===== src/sv/b64u_pkg.sv =====
// ----------------------------------------------------------------------------
// b64u_pkg: shared types and helpers for the base64url codec
// Item structs, result-group struct, register indexes and the URL alphabet.
// ----------------------------------------------------------------------------
package b64u_pkg;

  localparam int CFG_IDX_W  = 1;
  localparam int MAX_RES    = 4;
  localparam int RES_CNT_W  = 3;
  localparam int RES_IDX_W  = 2;

  localparam logic [CFG_IDX_W-1:0] CFG_DECODE_MODE = 1'b0;
  localparam logic [CFG_IDX_W-1:0] CFG_PAD_ENABLE  = 1'b1;

  localparam logic [7:0] PAD_CHAR = 8'h3D;

  typedef struct packed {
    logic [7:0] in_byte;
    logic       in_last;
  } in_item_t;

  typedef struct packed {
    logic [7:0] out_byte;
    logic       out_has_data;
    logic       out_last;
    logic       out_stopped;
  } out_item_t;

  typedef struct packed {
    out_item_t [MAX_RES-1:0] items;
    logic [RES_CNT_W-1:0]    cnt;
  } res_grp_t;

  typedef struct packed {
    logic                 valid;
    logic [CFG_IDX_W-1:0] index;
    logic                 data;
  } cfg_wr_t;

  // 6-bit value to URL alphabet character
  function automatic logic [7:0] enc_char(input logic [5:0] v);
    logic [7:0] c;
    if (v < 6'd26) begin
      c = 8'h41 + {2'b00, v};
    end else if (v < 6'd52) begin
      c = 8'h61 + {2'b00, v} - 8'd26;
    end else if (v < 6'd62) begin
      c = 8'h30 + {2'b00, v} - 8'd52;
    end else if (v == 6'd62) begin
      c = 8'h2D;
    end else begin
      c = 8'h5F;
    end
    return c;
  endfunction

  // character to {valid, 6-bit value}
  function automatic logic [6:0] dec_char(input logic [7:0] c);
    logic [6:0] r;
    if (c >= 8'h41 && c <= 8'h5A) begin
      r = {1'b1, 6'(c - 8'h41)};
    end else if (c >= 8'h61 && c <= 8'h7A) begin
      r = {1'b1, 6'(c - 8'h61 + 8'd26)};
    end else if (c >= 8'h30 && c <= 8'h39) begin
      r = {1'b1, 6'(c - 8'h30 + 8'd52)};
    end else if (c == 8'h2D) begin
      r = {1'b1, 6'd62};
    end else if (c == 8'h5F) begin
      r = {1'b1, 6'd63};
    end else begin
      r = 7'd0;
    end
    return r;
  endfunction

  function automatic out_item_t mk_res(input logic [7:0] b, input logic has,
                                       input logic stopped);
    out_item_t r;
    r.out_byte     = b;
    r.out_has_data = has;
    r.out_last     = 1'b0;
    r.out_stopped  = stopped;
    return r;
  endfunction

endpackage


===== src/sv/b64u_core.sv =====
// ----------------------------------------------------------------------------
// b64u_core: codec state and per-item result group
// Holds the mode registers and bit accumulator; builds all results of one
// item combinationally and advances the state when the item is stepped.
// ----------------------------------------------------------------------------
module b64u_core
  import b64u_pkg::*;
(
  input  logic     clk,
  input  logic     rst,
  input  cfg_wr_t  cfg,
  input  in_item_t item,
  input  logic     step,
  output res_grp_t grp
);

  logic       decode_mode;
  logic       pad_enable;
  logic [5:0] bit_buffer;
  logic [2:0] pending_bits;
  logic       decode_halted;

  logic [5:0] bit_buffer_next;
  logic [2:0] pending_bits_next;
  logic       decode_halted_next;

  logic [7:0] b;
  logic [6:0] dv;
  logic [5:0] v;

  assign b  = item.in_byte;
  assign dv = dec_char(item.in_byte);
  assign v  = dv[5:0];

  always_comb begin
    grp                = '0;
    bit_buffer_next    = bit_buffer;
    pending_bits_next  = pending_bits;
    decode_halted_next = decode_halted;

    if (!decode_mode) begin
      case (pending_bits)
        3'd0: begin
          grp.items[0] = mk_res(enc_char(b[7:2]), 1'b1, 1'b0);
          grp.cnt      = 3'd1;
          if (item.in_last) begin
            grp.items[1] = mk_res(enc_char({b[1:0], 4'b0000}), 1'b1, 1'b0);
            grp.cnt      = 3'd2;
            if (pad_enable) begin
              grp.items[2] = mk_res(PAD_CHAR, 1'b1, 1'b0);
              grp.items[3] = mk_res(PAD_CHAR, 1'b1, 1'b0);
              grp.cnt      = 3'd4;
            end
          end
          bit_buffer_next   = {4'b0000, b[1:0]};
          pending_bits_next = 3'd2;
        end
        3'd2: begin
          grp.items[0] = mk_res(enc_char({bit_buffer[1:0], b[7:4]}), 1'b1, 1'b0);
          grp.cnt      = 3'd1;
          if (item.in_last) begin
            grp.items[1] = mk_res(enc_char({b[3:0], 2'b00}), 1'b1, 1'b0);
            grp.cnt      = 3'd2;
            if (pad_enable) begin
              grp.items[2] = mk_res(PAD_CHAR, 1'b1, 1'b0);
              grp.cnt      = 3'd3;
            end
          end
          bit_buffer_next   = {2'b00, b[3:0]};
          pending_bits_next = 3'd4;
        end
        default: begin
          grp.items[0] = mk_res(enc_char({bit_buffer[3:0], b[7:6]}), 1'b1, 1'b0);
          grp.items[1] = mk_res(enc_char(b[5:0]), 1'b1, 1'b0);
          grp.cnt      = 3'd2;
          bit_buffer_next   = 6'd0;
          pending_bits_next = 3'd0;
        end
      endcase
    end else begin
      if (!decode_halted) begin
        if (!dv[6]) begin
          decode_halted_next = 1'b1;
        end else begin
          case (pending_bits)
            3'd0: begin
              bit_buffer_next   = v;
              pending_bits_next = 3'd6;
            end
            3'd2: begin
              grp.items[0]      = mk_res({bit_buffer[1:0], v}, 1'b1, 1'b0);
              grp.cnt           = 3'd1;
              bit_buffer_next   = 6'd0;
              pending_bits_next = 3'd0;
            end
            3'd4: begin
              grp.items[0]      = mk_res({bit_buffer[3:0], v[5:2]}, 1'b1, 1'b0);
              grp.cnt           = 3'd1;
              bit_buffer_next   = {4'b0000, v[1:0]};
              pending_bits_next = 3'd2;
            end
            default: begin
              grp.items[0]      = mk_res({bit_buffer, v[5:4]}, 1'b1, 1'b0);
              grp.cnt           = 3'd1;
              bit_buffer_next   = {2'b00, v[3:0]};
              pending_bits_next = 3'd4;
            end
          endcase
        end
      end
      // end marker when the last item yields no byte
      if (item.in_last && grp.cnt == 3'd0) begin
        grp.items[0] = mk_res(8'h00, 1'b0, decode_halted_next);
        grp.cnt      = 3'd1;
      end
    end

    if (item.in_last) begin
      bit_buffer_next    = 6'd0;
      pending_bits_next  = 3'd0;
      decode_halted_next = 1'b0;
    end

    // flag the final result of the message
    for (int i = 0; i < MAX_RES; i++) begin
      grp.items[i].out_last = item.in_last && (RES_CNT_W'(i) == grp.cnt - 3'd1);
    end
  end

  always_ff @(posedge clk) begin
    if (rst) begin
      decode_mode   <= 1'b0;
      pad_enable    <= 1'b1;
      bit_buffer    <= 6'd0;
      pending_bits  <= 3'd0;
      decode_halted <= 1'b0;
    end else if (cfg.valid) begin
      case (cfg.index)
        CFG_DECODE_MODE: begin
          decode_mode   <= cfg.data;
          bit_buffer    <= 6'd0;
          pending_bits  <= 3'd0;
          decode_halted <= 1'b0;
        end
        CFG_PAD_ENABLE: begin
          pad_enable <= cfg.data;
        end
        default: begin
        end
      endcase
    end else if (step) begin
      bit_buffer    <= bit_buffer_next;
      pending_bits  <= pending_bits_next;
      decode_halted <= decode_halted_next;
    end
  end

endmodule


===== src/sv/b64u_out_ser.sv =====
// ----------------------------------------------------------------------------
// b64u_out_ser: result group register and output serializer
// Holds the results of one item and hands them out one per cycle while out_ready is high.
// ----------------------------------------------------------------------------
module b64u_out_ser
  import b64u_pkg::*;
(
  input  logic      clk,
  input  logic      rst,
  input  logic      load,
  input  res_grp_t  grp,
  output logic      free,
  output logic      out_valid,
  input  logic      out_ready,
  output out_item_t out_data
);

  logic                 busy;
  logic [RES_IDX_W-1:0] idx;
  logic [RES_CNT_W-1:0] cnt;
  out_item_t            entries [MAX_RES];
  logic                 at_end;

  assign at_end    = ({1'b0, idx} == cnt - 3'd1);
  assign free      = !busy || (out_ready && at_end);
  assign out_valid = busy;
  assign out_data  = entries[idx];

  always_ff @(posedge clk) begin
    if (rst) begin
      busy <= 1'b0;
      idx  <= '0;
      cnt  <= '0;
    end else if (load) begin
      busy <= 1'b1;
      idx  <= '0;
      cnt  <= grp.cnt;
    end else if (busy && out_ready) begin
      if (at_end) begin
        busy <= 1'b0;
      end
      idx <= idx + 1'b1;
    end
  end

  always_ff @(posedge clk) begin
    if (load) begin
      for (int i = 0; i < MAX_RES; i++) begin
        entries[i] <= grp.items[i];
      end
    end
  end

endmodule


===== src/sv/base64url_codec_unit.sv =====
// ----------------------------------------------------------------------------
// base64url_codec_unit: streaming base64url encoder / decoder
// One byte per request in, one character or byte per request out.
// ----------------------------------------------------------------------------
// An input request is taken into an input register, then all of its results
// (up to four) are built in one pass and loaded into a result group that is
// sent out one per cycle while out_ready is high. While results drain, the
// input register can hold one more request; it steps once the group frees on
// its last result, so throughput is set by the output port. Items that give
// no result (decode of a character that completes no byte) step without
// loading the result group. The first result of a request comes from the
// result group register, which is loaded from the input register.
// Write registers only while no message is in flight.
module base64url_codec_unit
  import b64u_pkg::*;
(
  input  logic                 clk,
  input  logic                 rst,
  input  logic                 in_valid,
  output logic                 in_ready,
  input  in_item_t             in_data,
  output logic                 out_valid,
  input  logic                 out_ready,
  output out_item_t            out_data,
  input  logic                 cfg_valid,
  output logic                 cfg_ready,
  input  logic [CFG_IDX_W-1:0] cfg_index,
  input  logic                 cfg_data
);

  logic     inq_valid;
  in_item_t inq_item;
  res_grp_t grp;
  logic     ser_free;
  logic     step;
  cfg_wr_t  cfg;

  assign cfg_ready = 1'b1;
  assign cfg.valid = cfg_valid;
  assign cfg.index = cfg_index;
  assign cfg.data  = cfg_data;

  // advance when the group has no results or the serializer can take it
  assign step     = inq_valid && (grp.cnt == 3'd0 || ser_free);
  assign in_ready = !inq_valid || step;

  always_ff @(posedge clk) begin
    if (rst) begin
      inq_valid <= 1'b0;
    end else if (in_ready) begin
      inq_valid <= in_valid;
    end
  end

  always_ff @(posedge clk) begin
    if (in_ready && in_valid) begin
      inq_item <= in_data;
    end
  end

  b64u_core u_core (
    .clk  (clk),
    .rst  (rst),
    .cfg  (cfg),
    .item (inq_item),
    .step (step),
    .grp  (grp)
  );

  b64u_out_ser u_ser (
    .clk       (clk),
    .rst       (rst),
    .load      (step && grp.cnt != 3'd0),
    .grp       (grp),
    .free      (ser_free),
    .out_valid (out_valid),
    .out_ready (out_ready),
    .out_data  (out_data)
  );

`ifndef SYNTH
  // an empty result is only ever an end marker
  assert property (@(posedge clk) disable iff (rst)
    out_valid && !out_data.out_has_data |-> out_data.out_last)
    else $error("empty result without last flag");

  // stopped flag appears only on an empty end marker
  assert property (@(posedge clk) disable iff (rst)
    out_valid && out_data.out_stopped |-> !out_data.out_has_data)
    else $error("stopped flag on a data result");

  // a held input register keeps its request
  assert property (@(posedge clk) disable iff (rst)
    inq_valid && !in_ready |=> inq_valid && $stable(inq_item))
    else $error("input register lost a held request");
`endif

endmodule

===== config.mk =====
export PLATFORM = sky130hd
export DESIGN_NAME = base64url_codec_unit
export DESIGN_NICKNAME = d
export VERILOG_FILES = /design/src/sv/b64u_pkg.sv /design/src/sv/b64u_core.sv /design/src/sv/b64u_out_ser.sv /design/src/sv/base64url_codec_unit.sv
export SDC_FILE = /design/constraint.sdc
export NUM_CORES = 1
export LEC_CHECK = 0
export ABC_AREA = 0
export BUFFER_PORTS_ARGS = -buffer_cell sky130_fd_sc_hd__clkbuf_2
export CAP_MARGIN = 15
export CORE_MARGIN = 2
export CORE_UTILIZATION = 46
export CTS_CLUSTER_SIZE = 28
export DETAILED_ROUTE_END_ITERATION = 10
export PLACE_DENSITY_LB_ADDON = 0.2
export SLEW_MARGIN = 20
export SYNTH_ARGS = -nofsm -noshare
export SYNTH_HDL_FRONTEND = slang
export SYNTH_SLANG_ARGS = --single-unit

===== constraint.sdc =====
create_clock -name clk -period 3.65 [get_ports clk]
set_input_delay 0.365 -clock clk [delete_from_list [all_inputs] [get_ports clk]]
set_output_delay 0.365 -clock clk [all_outputs]
set_load 0.02 [all_outputs]

==> impl_metrics.tcl, run 1 <==
set metrics [dict create \
    status "completed" \
    synth_edf_count 34 \
    io_pins 30 \
    finalCritPeriodShare_pct 93.0 \
    wirelength_mm 17.6 \
    timing_worst_setup_path_type "flop to output port" \
    cts_buffers 5 \
    ys_top_cells_by_area "edfxtp_1, ha_1, dfxtp_1, a21oi_1, o21ai_0" \
    grt_first_pass_wirelength_mm 28.6 \
    hold_buffers 0 \
    rows 39 \
    drtIter0Drc 664 \
    crit_cells 9 \
    setup_viol 0 \
    crit_top_cell "a21o_1" \
    overflow 0 \
    critPathLaunchType "flop" \
    nFillCells 1082 \
    synth_nets 740 \
    yosys_warnings 0 \
    worst-path-buf-inv 2 \
    path_delay_family "compound AO/OA/AOI/OAI gates" \
    cts_tree "done" \
    crit_chain "buf_4 > ha_1 > a21o_1 > a31o_2 > a21o_1 > a311oi_4 > o21ai_1 > or2_1 > clkbuf_2" \
    synth_common_cells "nand2_1, a21oi_1, o21ai_0" \
    finalHoldViolCount 0 \
    min_period_ns 3.39 \
    postSynthAreaPerCell_um2 7.91 \
    fin_util_pct 51.6 \
    p_leak_nw 2.21 \
    grt_max_degree 29 \
    grt_usage_pct 28.0 \
    post-dp-hpwl_mm 13.4 \
    post_drt_wl_per_cell_um 20.9 \
    clockBufferDepth 2 \
    max_stage_delay_ns 0.43 \
    endpoint_kind "output port" \
    rsz0062_at_grt "false" \
    syn_inst 688 \
    power_per_cell_area_nw_per_um2 299 \
    critPathArrivalTime_ns 3.03 \
    synth_top_area_cell "edfxtp_1" \
    diodes 0 \
    worstPathRequired_ns 3.28 \
    synthArstFlopShare_pct 0 \
    top_layer_used "met5" \
    antenna_found_initial 1 \
    reg2reg_from "inq_item[4]" \
    synth_top_area_share_pct 18.8 \
    ys_ff_latch 54 \
    wl_met3_mm 1.41 \
    ir_drop_mv 0.182 \
    reg2reg_depth 9 \
    die_w_um 113 \
    synth_ff_type "edfxtp_1" \
    syn_area_um2 5440 \
    fmax_ghz 0.295 \
    yosys.cell_count.top_type "nand2_1" \
    r2r-end "u_ser.entries[0][6]" \
    area_growth_pct 8.74 \
    drt-met1-wl_mm 7.67 \
    cts_sinks 54 \
    dr.pass1.iters 5 \
    slew_violations 0 \
    path_max_fanout 12 \
    dieHeight_um 113 \
    clkLatencyLatePin_ns 0.31 \
    synthDistinctLibCells 78 \
    coreArea_um2 11500 \
    fin_nets 749 \
    setup.worst_path.end "in_ready" \
    drive_gt1_share_pct 12.6 \
    num_vias 5569 \
    setup.worst_path.start "inq_item[4]" \
    hp-class "input port to flop" \
    htree_num_levels 2 \
    reg2reg_slack_ns 0.42 \
    max-cap-violations 0 \
    numPortBuffers 28 \
    setup_tns_ns 0 \
    tightest_slew_ns 0.674 \
    drc 0 \
    initial_core_util_pct 47.4 \
    yosysSeqAreaShare_pct 26.1 \
    wl_met2_mm 7.92 \
    fin_skew_ns 0.0127 \
    clk_pin_slew_ns 0.08 \
    slew_headroom_pct 55.1 \
    ant_nets 0 \
    grt_pass1_vias 5311 \
    vias_per_cell 6.62 \
    holdWs_ns 0.229 \
    die_area_um2 12700 \
    clockRootBuffer "clkbuf_16" \
    post_cts_buffers 0 \
    cp_slowest_cell "edfxtp_1" \
    gp_congestion 0.975 \
]
==> worst min path at each step <==
stage	from	end	slack, ns	cells after the start
after floorplan	u_core.bit_buffer[4]	u_core.bit_buffer[4]	0.43	2
after global placement	u_core.bit_buffer[4]	u_core.bit_buffer[4]	0.45	2
after detailed placement	u_core.bit_buffer[5]	u_core.bit_buffer[5]	0.46	2
after CTS	in_data[3]	inq_item[3]	0.23	1
after global routing	in_data[5]	inq_item[5]	0.23	1
final	in_data[3]	inq_item[3]	0.23	1
==> layer usage <==
metal  vias up  global-route usage, %
met5         -                      0
met4         2                   10.6
met3        52                   5.41
met2       282                   42.6
met1      2626                   39.5
li1       2607                      -
==> power breakdown <==
part | total (W) | internal [W] | switching, W | leakage, nW
logic | 0.000538 | 0.000192 | 0.000346 | 1.65
clock network | 0.000513 | 0.000263 | 0.000250 | 0.0759
registers | 0.000718 | 0.000689 | 0.0000292 | 0.484
total | 0.00177 | 0.00114 | 0.000625 | 2.21
==> cells by family after synthesis <==
logic type	count (synthesis)	share of synthesized area [%]
AO/OA/AOI/OAI	245	31.3
flip-flops	54	26.1
AND/OR/NAND/NOR	219	19.8
XOR/XNOR	25	4.02
other	1	0.0689
multiplexers	19	3.75
buffers and inverters	89	6.60
adder cells (fa/ha/maj)	36	8.28
==> timing repair <==
action	4_1_cts	5_1_grt
endpoints found under the setup margin	0	1
resized for setup	0	2
hold endpoints to repair	0	0
==> registers in the layout, summed over array words and instances (netlist names), named ones only <==
name	count
u_core.bit_buffer	6
u_core.decode_halted	1
inq_item	9
u_core.pending_bits	2
u_ser.idx	2
u_ser.entries	25
u_ser.out_valid	1
u_core.pad_enable	1
u_ser.cnt	3
u_core.decode_mode	1
inq_valid	1
==> placed cells by master (no fill, tap or decap), types with 3 or more instances in the layout <==
master     count
o211ai_1      23
a31oi_1       19
clkbuf_2      28
buf_4         32
nand3_1       34
ha_1          34
o221ai_1       3
o22ai_1        5
xor2_1         5
nand2_1       60
a21oi_1       49
and3_1         4
o21bai_1       3
inv_1         28
a221oi_1       5
a31o_2         5
a311oi_1       6
mux2i_1       17
nand4_1        8
o31ai_1        8
clkbuf_16      5
a32oi_1        6
xnor2_1       20
nor2b_1        9
and4_1         3
edfxtp_1      34
dfxtp_1       20
a211oi_1      12
o32ai_1        3
nor3_1        26
o21ai_0       48
nand2b_1      11
a21o_1        12
and2_1        11
nor2_1        40
or3_1          4
o311ai_0       5
==> per-stage QoR <==
stage	cells	power (W)	setup slack [ns]	area (µm²)
2_1_floorplan	688	0.00109	0.497	5440
3_3_place_gp	833	0.00125	0.534	5760
3_5_place_dp	833	0.00125	0.458	5760
4_1_cts	841	0.00176	0.242	5910
5_1_grt	841	0.00185	0.0991	5920
6_report	841	0.00177	0.257	5920
==> cell type report <==
cell class / count / area (µm²) / share of cell area (%)
Multi-Input combinational cell: 545 / 3660 / 62.0
Sequential cell: 54 / 1420 / 24.0
Timing Repair Buffer: 60 / 380 / 6.43
Tap cell: 143 / 179 / 3.02
Clock buffer: 5 / 125 / 2.12
Inverter: 31 / 116 / 1.97
Clock inverter: 3 / 28.8 / 0.486
No activity file was read; power rests on OpenSTA's default activity.
==> run 2, diff against run 1 <==
==> constraint.sdc (replaced) <==
create_clock -name clk -period 2.8 [get_ports clk]
set_input_delay 0.14 -clock clk [delete_from_list [all_inputs] [get_ports clk]]
set_output_delay 0.14 -clock clk [all_outputs]
set_load 0.02 [all_outputs]
==> run 2 against run 1 <==
Compared with the run above: global-route usage is 1.4 points higher; cell area increased by 14%; final cell count is 9.3% higher; non-clock buffer count increased by 78; setup slack got worse by 0.22 ns; clock skew grew 0.0029 ns; first-iteration DRC count down 11%; sequential share of layout area down 2.9 points.
==> impl_metrics.tcl, run 2 (synthesis gave the netlist of run 1 again) <==
set metrics [dict create \
    clockBufferDepth 2 \
    use_met1_pct 40.3 \
    slew_violations 0 \
    largest_reg_flops 25 \
    critPathLaunchType "flop" \
    clockRootBuffer "clkbuf_16" \
    numPortBuffers 28 \
    finalHoldViolCount 0 \
    initial_core_util_pct 47.4 \
    grt_pass1_vias 5482 \
    setup_viol 0 \
    fin_skew_ns 0.0156 \
    top_usage_layer "met2" \
    coreArea_um2 11500 \
    switching_share_pct 35.3 \
    rsz0062_at_grt "true" \
    fin_nets 827 \
    grt_usage_pct 29.4 \
    p_switching_w 0.000872 \
    fin_cells 919 \
    hold_buffers 0 \
    mostFrequentLayoutCells "buf_4, nand2_1, o21ai_0" \
    die_w_um 113 \
    min_period_ns 2.76 \
    post_drt_wl_per_cell_um 20.6 \
    place_ws_ns -0.0311 \
    tightest_slew_ns 0.619 \
    clk_pin_slew_ns 0.09 \
    slew_headroom_pct 58.4 \
    status "completed" \
    drive_gt1_share_pct 26.0 \
    finalCritPeriodShare_pct 98.7 \
    power.share.combinational_pct 34.8 \
    cts_tree "done" \
    dieHeight_um 113 \
    setup.worst_path.end "u_ser.entries[0][5]" \
    vias_per_cell 6.40 \
    fin_area_um2 6730 \
    p_leak_nw 2.61 \
    cts_sinks 54 \
    max-cap-violations 0 \
    io_pins 30 \
    ant_nets 0 \
    hp-class "input port to flop" \
    fin_util_pct 58.6 \
    setup.worst_path.start "inq_item[6]" \
    overflow 0 \
    multi_input_area_um2 3850 \
    reg2reg_depth 11 \
    internal-power_w 0.00160 \
    top_regs "u_ser.entries (25), inq_item (9), u_core.bit_buffer (6)" \
    r2r-end "u_ser.entries[0][5]" \
    p_seq_share_pct 37.7 \
    final_common_cell "buf_4" \
    grt_max_degree 29 \
    setup_slack_ns 0.0366 \
    worstPathRequired_ns 2.84 \
    power_per_cell_area_nw_per_um2 367 \
    post-dp-hpwl_mm 14.9 \
    clkLatencyLatePin_ns 0.30 \
    area_growth_pct 23.6 \
    drc 0 \
    top_register "u_ser.entries" \
    dp_cells 899 \
    dr.pass1.iters 5 \
    reg2reg_slack_ns 0.04 \
    htree_num_levels 2 \
    met3_usage_pct 4.23 \
    nFillCells 1045 \
    ir_drop_mv 0.348 \
    timing_worst_setup_path_type "flop to flop" \
    grt_first_pass_wirelength_mm 29.9 \
    clkPwrFrac_pct 27.5 \
    path_max_fanout 9 \
    critPathArrivalTime_ns 2.80 \
    diodes 0 \
    fmax_ghz 0.362 \
    wirelength_mm 18.9 \
    placed_area_um2 6310 \
    endpoint_kind "flop" \
    drtIter0Drc 590 \
    seq_area_um2 1420 \
    num_vias 5880 \
    met2_usage_pct 48.0 \
    rows 39 \
    antenna_found_initial 0 \
    reg2reg_from "inq_item[6]" \
    die_area_um2 12700 \
    gp_congestion 1.01 \
    cts_buffers 5 \
]
## run 2: layer usage
layer	share of wire, %	routed length (µm)	vias up
met2	47	8870	326
met1	42	7960	2763
li1	-	-	2760
met4	2.2	422	0
met5	0	0	-
met3	8.9	1690	31
## run 2: worst min-delay path by stage
stage          slack, ns           end  cells after the start        from
2_1_floorplan       0.22  u_ser.idx[0]                      1         rst
3_3_place_gp        0.32   inq_item[0]                      1  in_data[0]
3_5_place_dp        0.32   inq_item[0]                      1  in_data[0]
4_1_cts            0.002   inq_item[0]                      1  in_data[0]
5_1_grt            0.004   inq_item[4]                      1  in_data[4]
6_report           0.002   inq_item[0]                      1  in_data[0]
## run 2: area by class of cell
type,instances,share of cell area (%)
Inverter,31,1.93
Multi-Input combinational cell,545,57.2
Tap cell,143,2.66
Sequential cell,54,21.2
Timing Repair Buffer,138,14.7
Clock buffer,5,1.86
Clock inverter,3,0.428
## run 2: power groups by stage
stage                     registers (W)  logic (W)  clock network (W)
after global routing           0.000938   0.000920           0.000706
after detailed placement       0.000951   0.000793                  0
final                          0.000932   0.000860           0.000678
after CTS                      0.000932   0.000798           0.000683
after global placement         0.000948   0.000785                  0
after floorplan                0.000938   0.000500                  0
## run 2: metrics by stage
step           power (W)  TNS (ns)  hold slack, ns
5_1_grt          0.00256    -0.142         0.00422
4_1_cts          0.00241         0         0.00170
6_report         0.00247         0         0.00178
3_5_place_dp     0.00174    -0.152           0.319
3_3_place_gp     0.00173         0           0.319
2_1_floorplan    0.00144         0           0.219
## run 2: timing repair
| item | CTS | global route |
|---|---|---|
| pin swaps | 1 | 17 |
| buffers inserted | 0 | 12 |
| resized for setup | 3 | 37 |
| endpoints found under the setup margin | 34 | 47 |
## run 2: critical path: stages (launching register included)
cell and delay [ns]:
edfxtp_1 0.45, buf_4 0.21, ha_1 0.25, and2_1 0.16, a21bo_2 0.23, and2_4 0.20
buf_4 0.15, mux2i_2 0.15, a31oi_1 0.20, buf_4 0.15, a2bb2oi_1 0.19, o211ai_1 0.15
